<file path="src/design/ims_pkg.sv">
// ----------------------------------------------------------------------------
// ims_pkg
// types, constants and helpers of the integer membership set
// ----------------------------------------------------------------------------
package ims_pkg;

	localparam int CAPACITY   = 256;
	localparam int IDX_W      = $clog2(CAPACITY);
	localparam int CNT_W      = $clog2(CAPACITY + 1);
	localparam int COUNT_W    = 9;
	localparam int VALUE_W    = 32;
	localparam int CMDQ_DEPTH = 2;
	localparam int CMDQ_PTR_W = $clog2(CMDQ_DEPTH);
	localparam int CMDQ_CNT_W = $clog2(CMDQ_DEPTH + 1);

	localparam logic [1:0] MODE_INSERT = 2'd0;
	localparam logic [1:0] MODE_REMOVE = 2'd1;

	typedef enum logic [1:0] {
		OP_INSERT,
		OP_REMOVE,
		OP_QUERY
	} op_t;

	typedef enum logic [2:0] {
		ENG_IDLE,
		ENG_SCAN,
		ENG_ACT,
		ENG_READ_LAST,
		ENG_WRITE_LAST,
		ENG_EMIT
	} eng_state_t;

	typedef struct packed {
		logic [1:0]                mode;
		logic signed [VALUE_W-1:0] value;
	} in_item_t;

	typedef struct packed {
		logic               was_present;
		logic               status;
		logic [COUNT_W-1:0] count;
	} out_item_t;

	typedef struct packed {
		op_t                op;
		logic [VALUE_W-1:0] value;
	} cmd_t;

	typedef struct packed {
		logic vld;
		cmd_t cmd;
	} cmd_lnk_t;

	// low bits of the live count as the result field
	function automatic logic [COUNT_W-1:0] to_count_field(input logic [CNT_W-1:0] c);
		logic [CNT_W+COUNT_W-1:0] w;
		w = {{COUNT_W{1'b0}}, c};
		return w[COUNT_W-1:0];
	endfunction

endpackage

</file>
<file path="src/design/ims_front.sv">
// ----------------------------------------------------------------------------
// ims_front
// accepts input beats, decodes the mode and queues commands for the engine
// ----------------------------------------------------------------------------
module ims_front (
	input  logic                clk,
	input  logic                arst_n,
	input  logic                push,
	output logic                full,
	input  ims_pkg::in_item_t   item,
	output ims_pkg::cmd_lnk_t   lnk,
	input  logic                take
);

	ims_pkg::cmd_t                         q_mem [ims_pkg::CMDQ_DEPTH];
	logic [ims_pkg::CMDQ_PTR_W-1:0]        wr_ptr_q;
	logic [ims_pkg::CMDQ_PTR_W-1:0]        rd_ptr_q;
	logic [ims_pkg::CMDQ_CNT_W-1:0]        fill_q;
	ims_pkg::cmd_t                         cmd_in;
	logic                                  do_push;
	logic                                  do_pop;

	always_comb begin
		case (item.mode)
			ims_pkg::MODE_INSERT: cmd_in.op = ims_pkg::OP_INSERT;
			ims_pkg::MODE_REMOVE: cmd_in.op = ims_pkg::OP_REMOVE;
			default:              cmd_in.op = ims_pkg::OP_QUERY;
		endcase
		cmd_in.value = $unsigned(item.value);
	end

	assign full    = (fill_q == ims_pkg::CMDQ_CNT_W'(ims_pkg::CMDQ_DEPTH));
	assign do_push = push && !full;
	assign do_pop  = take && (fill_q != '0);

	assign lnk.vld = (fill_q != '0);
	assign lnk.cmd = q_mem[rd_ptr_q];

	always_ff @(posedge clk) begin
		if (do_push) begin
			q_mem[wr_ptr_q] <= cmd_in;
		end
	end

	always_ff @(posedge clk or negedge arst_n) begin
		if (!arst_n) begin
			wr_ptr_q <= '0;
			rd_ptr_q <= '0;
			fill_q   <= '0;
		end else begin
			if (do_push) begin
				wr_ptr_q <= wr_ptr_q + 1'b1;
			end
			if (do_pop) begin
				rd_ptr_q <= rd_ptr_q + 1'b1;
			end
			if (do_push && !do_pop) begin
				fill_q <= fill_q + 1'b1;
			end else if (!do_push && do_pop) begin
				fill_q <= fill_q - 1'b1;
			end
		end
	end

endmodule

</file>
<file path="config.mk">
export PLATFORM = sky130hd
export DESIGN_NAME = ims_front
export DESIGN_NICKNAME = d
export VERILOG_FILES = /design/src/design/ims_pkg.sv /design/src/design/ims_front.sv
export SDC_FILE = /design/constraint.sdc
export NUM_CORES = 1
export LEC_CHECK = 0
export BUFFER_PORTS_ARGS = -buffer_cell sky130_fd_sc_hd__buf_2
export CORE_MARGIN = 3
export CORE_UTILIZATION = 56
export DETAILED_ROUTE_END_ITERATION = 7
export PLACE_DENSITY = 0.84
export RECOVER_POWER = 50
export SLEW_MARGIN = 30
export SYNTH_ARGS = -nofsm -noshare
export SYNTH_HDL_FRONTEND = slang
export SYNTH_SLANG_ARGS = --single-unit
</file>
<file path="constraint.sdc">
create_clock -name clk -period 4.95 [get_ports clk]
set_clock_uncertainty 0.1 [all_clocks]
set_input_delay 0.2475 -clock clk [delete_from_list [all_inputs] [get_ports clk]]
set_output_delay 0.2475 -clock clk [all_outputs]
set_load 0.05 [all_outputs]
</file>
==> qor.yml, run 1 <==
status: "finished with violations"
failed_checks: "max-capacitance violations, max-slew violations"
ant_nets: 0
clock_sinks: 72
max_cap_viol_count: 2
worstMarginPinSlew_ns: 1.95
syn-num-nets: 166
hold_viol_final: 0
grt_pass1_vias: 1536
synthMuxAreaShare_pct: 17.5
dp.cells: 262
netlist_area_mm2: 0.00282
grtUsageTotal_pct: 16.3
cts-buffers-inserted: 9
core-area_mm2: 0.00479
crit_chain: "mux2_2 > buf_2"
path_clk_slew_ns: 0.06
cts_resized: 0
cp_slowest_cell: "dfrtp_1"
min_path_cells: 1
synth.distinct_cells: 18
fmax_mhz: 333
seq_power_share_pct: 40.2
synth-compound-area-share_pct: 0
p_total_mw: 2.38
num_rows: 25
synthSimpleGateAreaFrac_pct: 1.51
end_kind: "output pin"
ys_ff_latch: 72
cts_buffer_depth: 2
comb_power_share_pct: 43.8
worstPathRequired_ns: 4.60
synth_top_family_by_area: "multiplexers"
antennaDiodeCount: 0
path_delay_family: "flip-flops"
intPower_mw: 1.41
gp_congestion: 0.639
clk-insertion-delay-late_ns: 0.33
crit_fanout: 35
syn_inst: 127
dieArea_mm2: 0.00591
setup_violations: 0
slew_headroom_pct: -30.2
port_buffers: 73
ctsHtreeMaxLevel: 3
io_pins: 74
crit_buf_inv: 1
critical_path_class: "register to output pin"
avgSynthCellArea_um2: 22.2
rsz0062_at_grt: "false"
period_share_pct: 60.7
pwr-share-clk_pct: 16.0
die_y_um: 76.9
wl_mm: 4.81
switchingPower_mw: 0.974
synthAdderAreaFrac_pct: 0.444
cp_num_cells: 2
fp.dieW_um: 76.9
p_sw_share_pct: 40.9
drv_slew: 54
cts_tree: "done"
dp_hpwl_mm: 2.97
synth_seq_area_share_pct: 76.1
p_leak_nw: 1.42
hp-class: "input pin to register"
start_kind: "register"
initial_utilization_pct: 58.8
vdd.ir_drop.worst_mv: 0.532
min_period_ns: 3.01
drive_above_1_share_pct: 40.2
vias_per_cell: 4.81
antenna_found_initial: 0
area_delta_synth_final_pct: 28.5
synthXorXnorAreaFrac_pct: 1.56
drc: 0
grt_max_degree: 36
drtIter0Drc: 45
grt_pass1_wl_mm: 7.28
stdcell_count: 306
cts-root-buf: "clkbuf_8"
slowest_delay_ns: 1.66
yosysWarnings: 0
critPathArrivalTime_ns: 2.66
overflow: 0
layout.nets: 273
tns_ns: 0
p_per_area_mw_per_mm2: 658
r2r_cells: 4
vias: 1473
drtPass1Iterations: 4
wl_per_cell_um: 15.7
==> cell usage in the layout, fill, tap and decap left out, drive strengths merged, types with 2 or more instances in the layout <==
cell type / synthesis / routed
buf: 4 / 48
clkbuf: 1 / 40
clkinv: 0 / 2
dfrtp: 4 / 4
dlygate4sd3: 0 / 27
edfxtp: 68 / 68
inv: 2 / 2
mux2: 34 / 34
nand2: 2 / 2
nor2: 2 / 2
xnor2: 3 / 3
xor2: 2 / 2
==> cell type report <==
cell class / instances / area [um2]
clock buffers: 14 / 153
well taps: 67 / 83.8
repair buffers: 101 / 632
fillers: 277 / 1170
clock inverters: 2 / 8.76
multi-input cells: 48 / 592
inverters: 2 / 7.51
flip-flops and latches: 72 / 2140
==> kinds of logic after synthesis <==
| group | count (synthesis) |
|---|---|
| fa+ha+maj | 1 |
| buf+inv | 7 |
| mux | 34 |
| xor+xnor | 5 |
| simple gates | 8 |
| flops | 72 |
==> worst paths after layout <==
kind | start | endpoint | slack [ns]
min in group asynchronous | arst_n | wr_ptr_q | 0.18
setup / recovery | rd_ptr_q | lnk[24] | 1.94
hold reg to reg | fill_q[1] | fill_q[1] | 0.40
max in group asynchronous | arst_n | fill_q[1] | 4.38
hold / removal | item[4] | q_mem[0][4] | 0.03
setup reg to reg | fill_q[0] | q_mem[0][15] | 2.33
==> power groups by stage <==
stage          sequential, mW  combinational [mW]  clock, mW
3_5_place_dp            0.976                1.01          0
4_1_cts                 0.963                1.02      0.390
6_report                0.957                1.04      0.380
2_1_floorplan           0.883               0.945          0
3_3_place_gp            0.958               0.988          0
5_1_grt                 0.973                1.09      0.418
==> per-layer routing <==
layer	global-route usage, %	part of all wire [%]	vias to the layer above
met5	0	0	-
met4	4.89	0.87	0
met3	7.04	6.1	6
met2	27.3	53	53
met1	18.9	40	717
li1	-	-	697
==> cells in the mapped netlist <==
library cell / instances / area, um2
nor2b_1: 1 / 6.26
mux2_2: 5 / 56.3
buf_12: 3 / 60.1
buf_6: 1 / 11.3
ha_1: 1 / 12.5
nand2_1: 1 / 3.75
dfrtp_1: 4 / 100
or2_1: 1 / 6.26
nand2b_1: 1 / 6.26
xnor2_1: 3 / 26.3
nand2_2: 1 / 6.26
inv_1: 2 / 7.51
and3_1: 1 / 6.26
nor2_1: 2 / 7.51
clkbuf_1: 1 / 3.75
xor2_1: 2 / 17.5
edfxtp_1: 68 / 2040
mux2_4: 29 / 435
==> through the flow <==
step                      worst slack, ns  instance area (um2)  hold slack [ns]  util (%)
final                                1.94                 3620           0.0316      75.6
after global routing                 1.79                 3620           0.0377      75.6
after CTS                            2.52                 3590         0.000742      75.0
after detailed placement             2.88                 3200          -0.0425      66.8
after global placement               2.94                 3200          -0.0459      66.8
after floorplan                      2.36                 2820           -0.148         -
==> flip-flops by register name, indices dropped and copies added (netlist names) <==
register and cells:
q_mem 68, wr_ptr_q 1, rd_ptr_q 1, fill_q 2
==> repair_timing <==
item	CTS	global route
endpoints found under the hold margin	43	6
hold buffers	23	4
setup buffers	0	0
setup endpoints to repair	0	0
No activity file was read; power rests on OpenSTA's default activity.
==> inputs of run 2 (changes only) <==
--- a/config.mk
+++ b/config.mk
@@ -5,11 +5,12 @@
 export SDC_FILE = /design/constraint.sdc
 export NUM_CORES = 1
 export LEC_CHECK = 0
+export ABC_AREA = 1
 export BUFFER_PORTS_ARGS = -buffer_cell sky130_fd_sc_hd__buf_2
 export CORE_MARGIN = 3
-export CORE_UTILIZATION = 56
+export CORE_UTILIZATION = 47
 export DETAILED_ROUTE_END_ITERATION = 7
-export PLACE_DENSITY = 0.84
+export PLACE_DENSITY = 0.75
 export RECOVER_POWER = 50
 export SLEW_MARGIN = 30
 export SYNTH_ARGS = -nofsm -noshare
==> constraint.sdc (replaced) <==
create_clock -name clk -period 2.72 [get_ports clk]
set_clock_uncertainty 0.1 [all_clocks]
set_input_delay 0.136 -clock clk [delete_from_list [all_inputs] [get_ports clk]]
set_output_delay 0.136 -clock clk [all_outputs]
set_load 0.05 [all_outputs]
==> run 2 against run 1 <==
The flow now finishes without violations. Via count rose by 24%. Clock power rose by 130%. Total power rose by 92%. Wire length rose by 8.8%. Combinational power rose by 98%. Non-clock buffer count rose by 12. Design area rose by 3.0%. Flip-flop and latch count did not move. Worst setup slack got worse by 1.2 ns. Critical path depth rose by 2. Largest cell class unchanged. Highest routed layer unchanged.
==> qor.yml, run 2 <==
vias: 1827  # +24%
p_leak_nw: 1.58  # +11%
mostFrequentLayoutCells: "nand2_1, edfxtp_1, buf_2, dlygate4sd3_1, clkbuf_1"
drv_slew: 0  # -100%
io_pins: 74  # unchanged
grt_max_degree: 36  # unchanged
min_period_ns: 2.01
yosysWarnings: 0  # unchanged
dieArea_mm2: 0.00689  # +16%
final_util_pct: 66.4  # -9.2 points
postSynth.asyncResetShare_pct: 5.56  # unchanged
grt_pass1_wl_mm: 8.49  # +17%
avgSynthCellArea_um2: 13.1  # -41%
hp-class: "input pin to register"
cts_buffer_depth: 2  # unchanged
crit_fanout: 16  # -54%
worstMarginPinSlew_ns: 0.880  # -1.07 ns
dp_hpwl_mm: 3.26  # +9.9%
synth_area_leaders: "edfxtp_1, nand2_1, dfrtp_1"
regMostFlops: "q_mem"
synth.distinct_cells: 19  # +1
fmax_mhz: 498
end_kind: "output pin"
ys_ff_latch: 72  # unchanged
max_cap_viol_count: 0  # -2
grt_pass1_vias: 1916  # +25%
drive_above_1_share_pct: 24.4  # -16 points
synth_most_common_cell: "nand2_1"
wl_mm: 5.23  # +8.8%
overflow: 0  # unchanged
synth_seq_area_share_pct: 76.9  # +0.79 points
critPathArrivalTime_ns: 1.77  # -0.89 ns
wl_per_cell_um: 12.9  # -18%
tns_ns: 0  # unchanged
fp.dieW_um: 83.0  # +7.9%
dp.cells: 354  # +35%
initial_utilization_pct: 49.7  # -9.1 points
vdd.ir_drop.worst_mv: 0.739  # +39%
cts-buffers-inserted: 9  # unchanged
grtUsageTotal_pct: 15.8  # -0.43 points
netlist_area_mm2: 0.00279  # -1.0%
hold_viol_final: 0  # unchanged
worstPathRequired_ns: 2.48  # -2.12 ns
p_per_area_mw_per_mm2: 1230  # +87%
gp_congestion: 0.712  # +11%
core-area_mm2: 0.00561  # +17%
drtIter0Drc: 78  # +73%
drtPass1Iterations: 4  # unchanged
port_buffers: 73  # unchanged
cts_tree: "done"
setup_violations: 0  # unchanged
rsz0062_at_grt: "false"
period_share_pct: 73.9
ys.flop_type: "edfxtp_1"
num_rows: 27  # +8.0%
largest_register_ffs: 68  # unchanged
synth.largest_area_cell: "edfxtp_1"
path_clk_slew_ns: 0.07  # about the same
ant_nets: 0  # unchanged
cts_resized: 0  # unchanged
layout.nets: 367  # +34%
status: "completed"
cts-root-buf: "clkbuf_8"
synth_edf_count: 68  # unchanged
drc: 0  # unchanged
synth_top_area_share_pct: 73.3  # +0.75 points
ctsHtreeMaxLevel: 3  # unchanged
syn-num-nets: 251  # +51%
final_common_cell: "nand2_1"
clock_sinks: 72  # unchanged
reg_top3: "q_mem x68, fill_q x2"
whs_ns: 0.0607  # +0.0291 ns
antenna_found_initial: 0  # unchanged
antennaDiodeCount: 0  # unchanged
slew_headroom_pct: 41.4  # +72 points
critical_path_class: "register to output pin"
clk-insertion-delay-late_ns: 0.33  # about the same
area_delta_synth_final_pct: 33.7
synth_commonest_cells: "nand2_1, edfxtp_1, nand2_2"
syn_inst: 212  # +67%
die_y_um: 83.0  # +7.9%
stdcell_count: 404  # +32%
start_kind: "register"
vias_per_cell: 4.52  # -6.1%
-- run 2: worst max-delay path: stages (launching register included) --
cell,delay (ns)
dfrtp_1,0.69
buf_4,0.32
nand2_1,0.07
nand2_1,0.09
buf_2,0.26
-- run 2: per-layer routing --
metal / vias up / part of all wire, % / global-route usage (%)
met5: - / 0 / 0
met4: 0 / 0.82 / 7.58
met3: 4 / 5.4 / 3.97
met2: 51 / 53 / 28.5
met1: 843 / 40 / 17.3
li1: 929 / - / -
-- run 2: through the flow --
| step | setup slack (ns) | instance area (um2) | total power, mW |
|---|---|---|---|
| final | 0.711 | 3730 | 4.57 |
| after global placement | 0.903 | 3210 | 3.67 |
| after CTS | 0.714 | 3770 | 4.63 |
| after floorplan | 0.163 | 2790 | 3.30 |
| after global routing | 0.603 | 3730 | 4.80 |
| after detailed placement | 0.834 | 3210 | 3.71 |
-- run 2: area by class of cell --
class                      count  area [um2]
clock buffer                   9         124
sequential                    72        2140
timing repair buffer         113         717
tap                           72        90.1
clock inverter                 6        85.1
inverter                       9        41.3
fill                         447        1880
multi-input combinational    123         527
-- run 2: path summary, 6_finish.rpt --
path	to	depth (start not counted)	slack (ns)	from
min in group asynchronous	wr_ptr_q	2	0.10	arst_n
worst max register to register	q_mem[0][4]	6	0.76	fill_q[1]
worst min-delay path	q_mem[1][32]	3	0.06	item[32]
worst max-delay path	lnk[18]	4	0.71	rd_ptr_q
max in group asynchronous	rd_ptr_q	2	2.21	arst_n
worst min register to register	fill_q[1]	2	0.39	fill_q[1]
-- run 2: cells by family after synthesis --
family                   count (synthesis)  synth area share [%]
AND/OR/NAND/NOR                        120                  17.9
flip-flops                              72                  76.9
buffers and inverters                   17                  4.31
AO/OA/AOI/OAI                            1                 0.179
XOR/XNOR                                 1                 0.314
adder cells (fa/ha/maj)                  1                 0.449
-- run 2: report_power, final --
group	internal, mW	switching (mW)
clock	0.508	0.378
combinational	0.443	1.62
sequential	1.52	0.107
total	2.47	2.11
-- run 2: what timing repair did --
item                                    4_1_cts  5_1_grt
endpoints found under the hold margin        71        0
buffers inserted                              0        0
endpoints found under the setup margin        0        0
hold buffers                                 35        0
==> inputs of run 3 (changes only) <==
==> constraint.sdc (replaced) <==
create_clock -name clk -period 1.7 [get_ports clk]
set_clock_uncertainty 0.1 [all_clocks]
set_input_delay 0.085 -clock clk [delete_from_list [all_inputs] [get_ports clk]]
set_output_delay 0.085 -clock clk [all_outputs]
set_load 0.05 [all_outputs]
==> run 3 against run 2 <==
Largest cell class unchanged. Total power increased by 64%. Sequential share of layout area decreased by 1.4 points. Register-to-register slack got worse by 0.63 ns. Sequential power increased by 57%. First-iteration DRC count increased by 41%. Combinational power increased by 71%. Critical endpoint is now lnk[2]. Clock power increased by 61%. Worst setup slack got worse by 0.62 ns. Utilization increased by 1.8 points. Clock-buffer cell count increased by 2. Non-clock buffer count increased by 6. Hold slack got worse by 0.041 ns.
==> qor.yml, run 3 (synthesized netlist as in run 2, its figures left out) <==
p_per_area_mw_per_mm2: 1960  # +60%
drc: 0  # unchanged
num_rows: 27  # unchanged
cts-buffers-inserted: 9  # unchanged
min_period_ns: 1.61
multi_input_comb_area_um2: 543  # +3.1%
crit_fanout: 35  # +19
antennaDiodeCount: 0  # unchanged
drv_slew: 0  # unchanged
port_buffers: 73  # unchanged
finalInstanceArea_mm2: 0.00383  # +2.7%
max_cap_viol_count: 0  # unchanged
drtIter0Drc: 110  # +41%
fp.dieW_um: 83.0  # unchanged
dieArea_mm2: 0.00689  # unchanged
antenna_found_initial: 0  # unchanged
initial_utilization_pct: 49.7  # unchanged
vias: 1894  # +3.7%
io_pins: 74  # unchanged
rsz0062_at_grt: "false"
hp-class: "input pin to register"
tns_ns: 0  # unchanged
cp_slowest_cell: "dfrtp_2"
regArea_mm2: 0.00214  # +0.12%
worstPathRequired_ns: 1.51  # -0.97 ns
crit_chain: "inv_8 > nand2_1 > nand2_1 > buf_2"
vdd.ir_drop.worst_mv: 1.09  # +48%
critPathMostFrequentCell: "nand2_1"
die_y_um: 83.0  # unchanged
wl_per_cell_um: 12.9  # about the same
mostFrequentLayoutCells: "nand2_1, edfxtp_1, buf_2, dlygate4sd3_1, clkbuf_1"
fillers: 425  # -4.9%
largest_register_ffs: 68  # unchanged
layout.nets: 374  # +1.9%
slowest_delay_ns: 0.46  # -0.23 ns
area_delta_synth_final_pct: 37.3
vias_per_cell: 4.60  # +1.7%
crit_buf_inv: 2  # unchanged
cts-root-buf: "clkbuf_8"
ant_nets: 0  # unchanged
r2r_start: "fill_q[1]"
wl_mm: 5.33  # +1.9%
fmax_mhz: 620
slew_headroom_pct: 66.6  # +25 points
ctsHtreeMaxLevel: 3  # unchanged
reg2reg_slack_ns: 0.13  # -0.63 ns
cts_tree: "done"
final_common_cell: "nand2_1"
start_kind: "register"
grt_pass1_vias: 1890  # -1.4%
end_kind: "output pin"
stdcell_count: 412  # +2.0%
p_leak_nw: 1.60  # +1.5%
p_total_mw: 7.51  # +64%
regMostFlops: "q_mem"
grt_pass1_wl_mm: 8.74  # +2.9%
placed_cell_area_mm2: 0.00324  # +0.94%
status: "completed"
critPathArrivalTime_ns: 1.43  # -0.34 ns
gp_congestion: 0.719  # +0.98%
grt_max_degree: 36  # unchanged
clk-insertion-delay-late_ns: 0.33  # about the same
reg_top3: "q_mem x68, fill_q x2"
dp_hpwl_mm: 3.07  # -6.0%
grtUsageTotal_pct: 16.4  # +0.58 points
critical_path_class: "register to output pin"
drtPass1Iterations: 5  # +1
path_delay_family: "buffers and inverters"
min-delay-start: "push"
clock_sinks: 72  # unchanged
path_clk_slew_ns: 0.07  # about the same
cts_buffer_depth: 2  # unchanged
drive_above_1_share_pct: 26.2  # +1.8 points
dp.cells: 355  # +0.28%
startpoint: "rd_ptr_q"
overflow: 0  # unchanged
worstMarginPinSlew_ns: 0.497  # -0.382 ns
hold_viol_final: 0  # unchanged
setup_violations: 0  # unchanged
core-area_mm2: 0.00561  # unchanged
period_share_pct: 94.8
==> run 3: through the flow <==
step                      setup slack, ns  utilization, %  hold slack [ns]
after floorplan                    -0.136               -           -0.311
after global placement             -0.203            57.7           -0.204
after detailed placement           -0.232            57.7           -0.200
after CTS                          0.0203            69.0           0.0557
after global routing              0.00523            68.2           0.0457
final                              0.0879            68.2           0.0195
==> run 3: routing by layer <==
layer / share of wire (%) / up-vias / global-route usage [%]
met4: 0.94 / 0 / 7.58
li1: - / 946 / -
met2: 54 / 73 / 29.2
met1: 39 / 869 / 18.0
met5: 0 / - / 0
met3: 6.1 / 6 / 4.66
==> run 3: what timing repair did <==
item,in CTS,in global routing
endpoints found under the hold margin,73,0
pin swaps,2,0
endpoints found under the setup margin,43,45
gates resized for setup,2,3
setup buffers,3,0
hold buffers,37,0
gates cloned,1,0
==> run 3: where the power goes <==
group	leakage, nW	switching [mW]	internal [mW]
Combinational	0.822	2.70	0.829
Clock	0.104	0.601	0.827
Sequential	0.679	0.129	2.43
Total	1.60	3.43	4.08
==> run 3: layout make-up <==
cell class | count | share of cell area (%)
flip-flops and latches | 72 | 56.0
repair buffers | 119 | 20.7
multi-input cells | 124 | 14.2
clock buffers | 11 | 3.43
well taps | 72 | 2.35
clock inverters | 5 | 2.13
inverters | 9 | 1.11
==> run 3: worst paths after layout <==
path,to,cells after the start
min in group asynchronous,wr_ptr_q,3
setup reg to reg,q_mem[0][18],6
setup / recovery,lnk[2],4
hold / removal,wr_ptr_q,5
max in group asynchronous,fill_q[0],3
hold reg to reg,fill_q[1],2
==> run 3: worst reg2reg max path: stages (launching register included) <==
cell and delay (ns):
dfrtp_1 0.37, inv_1 0.17, nor2_4 0.06, nor2_2 0.13, nand2_2 0.08, clkinvlp_2 0.13, clkbuf_2 0.23
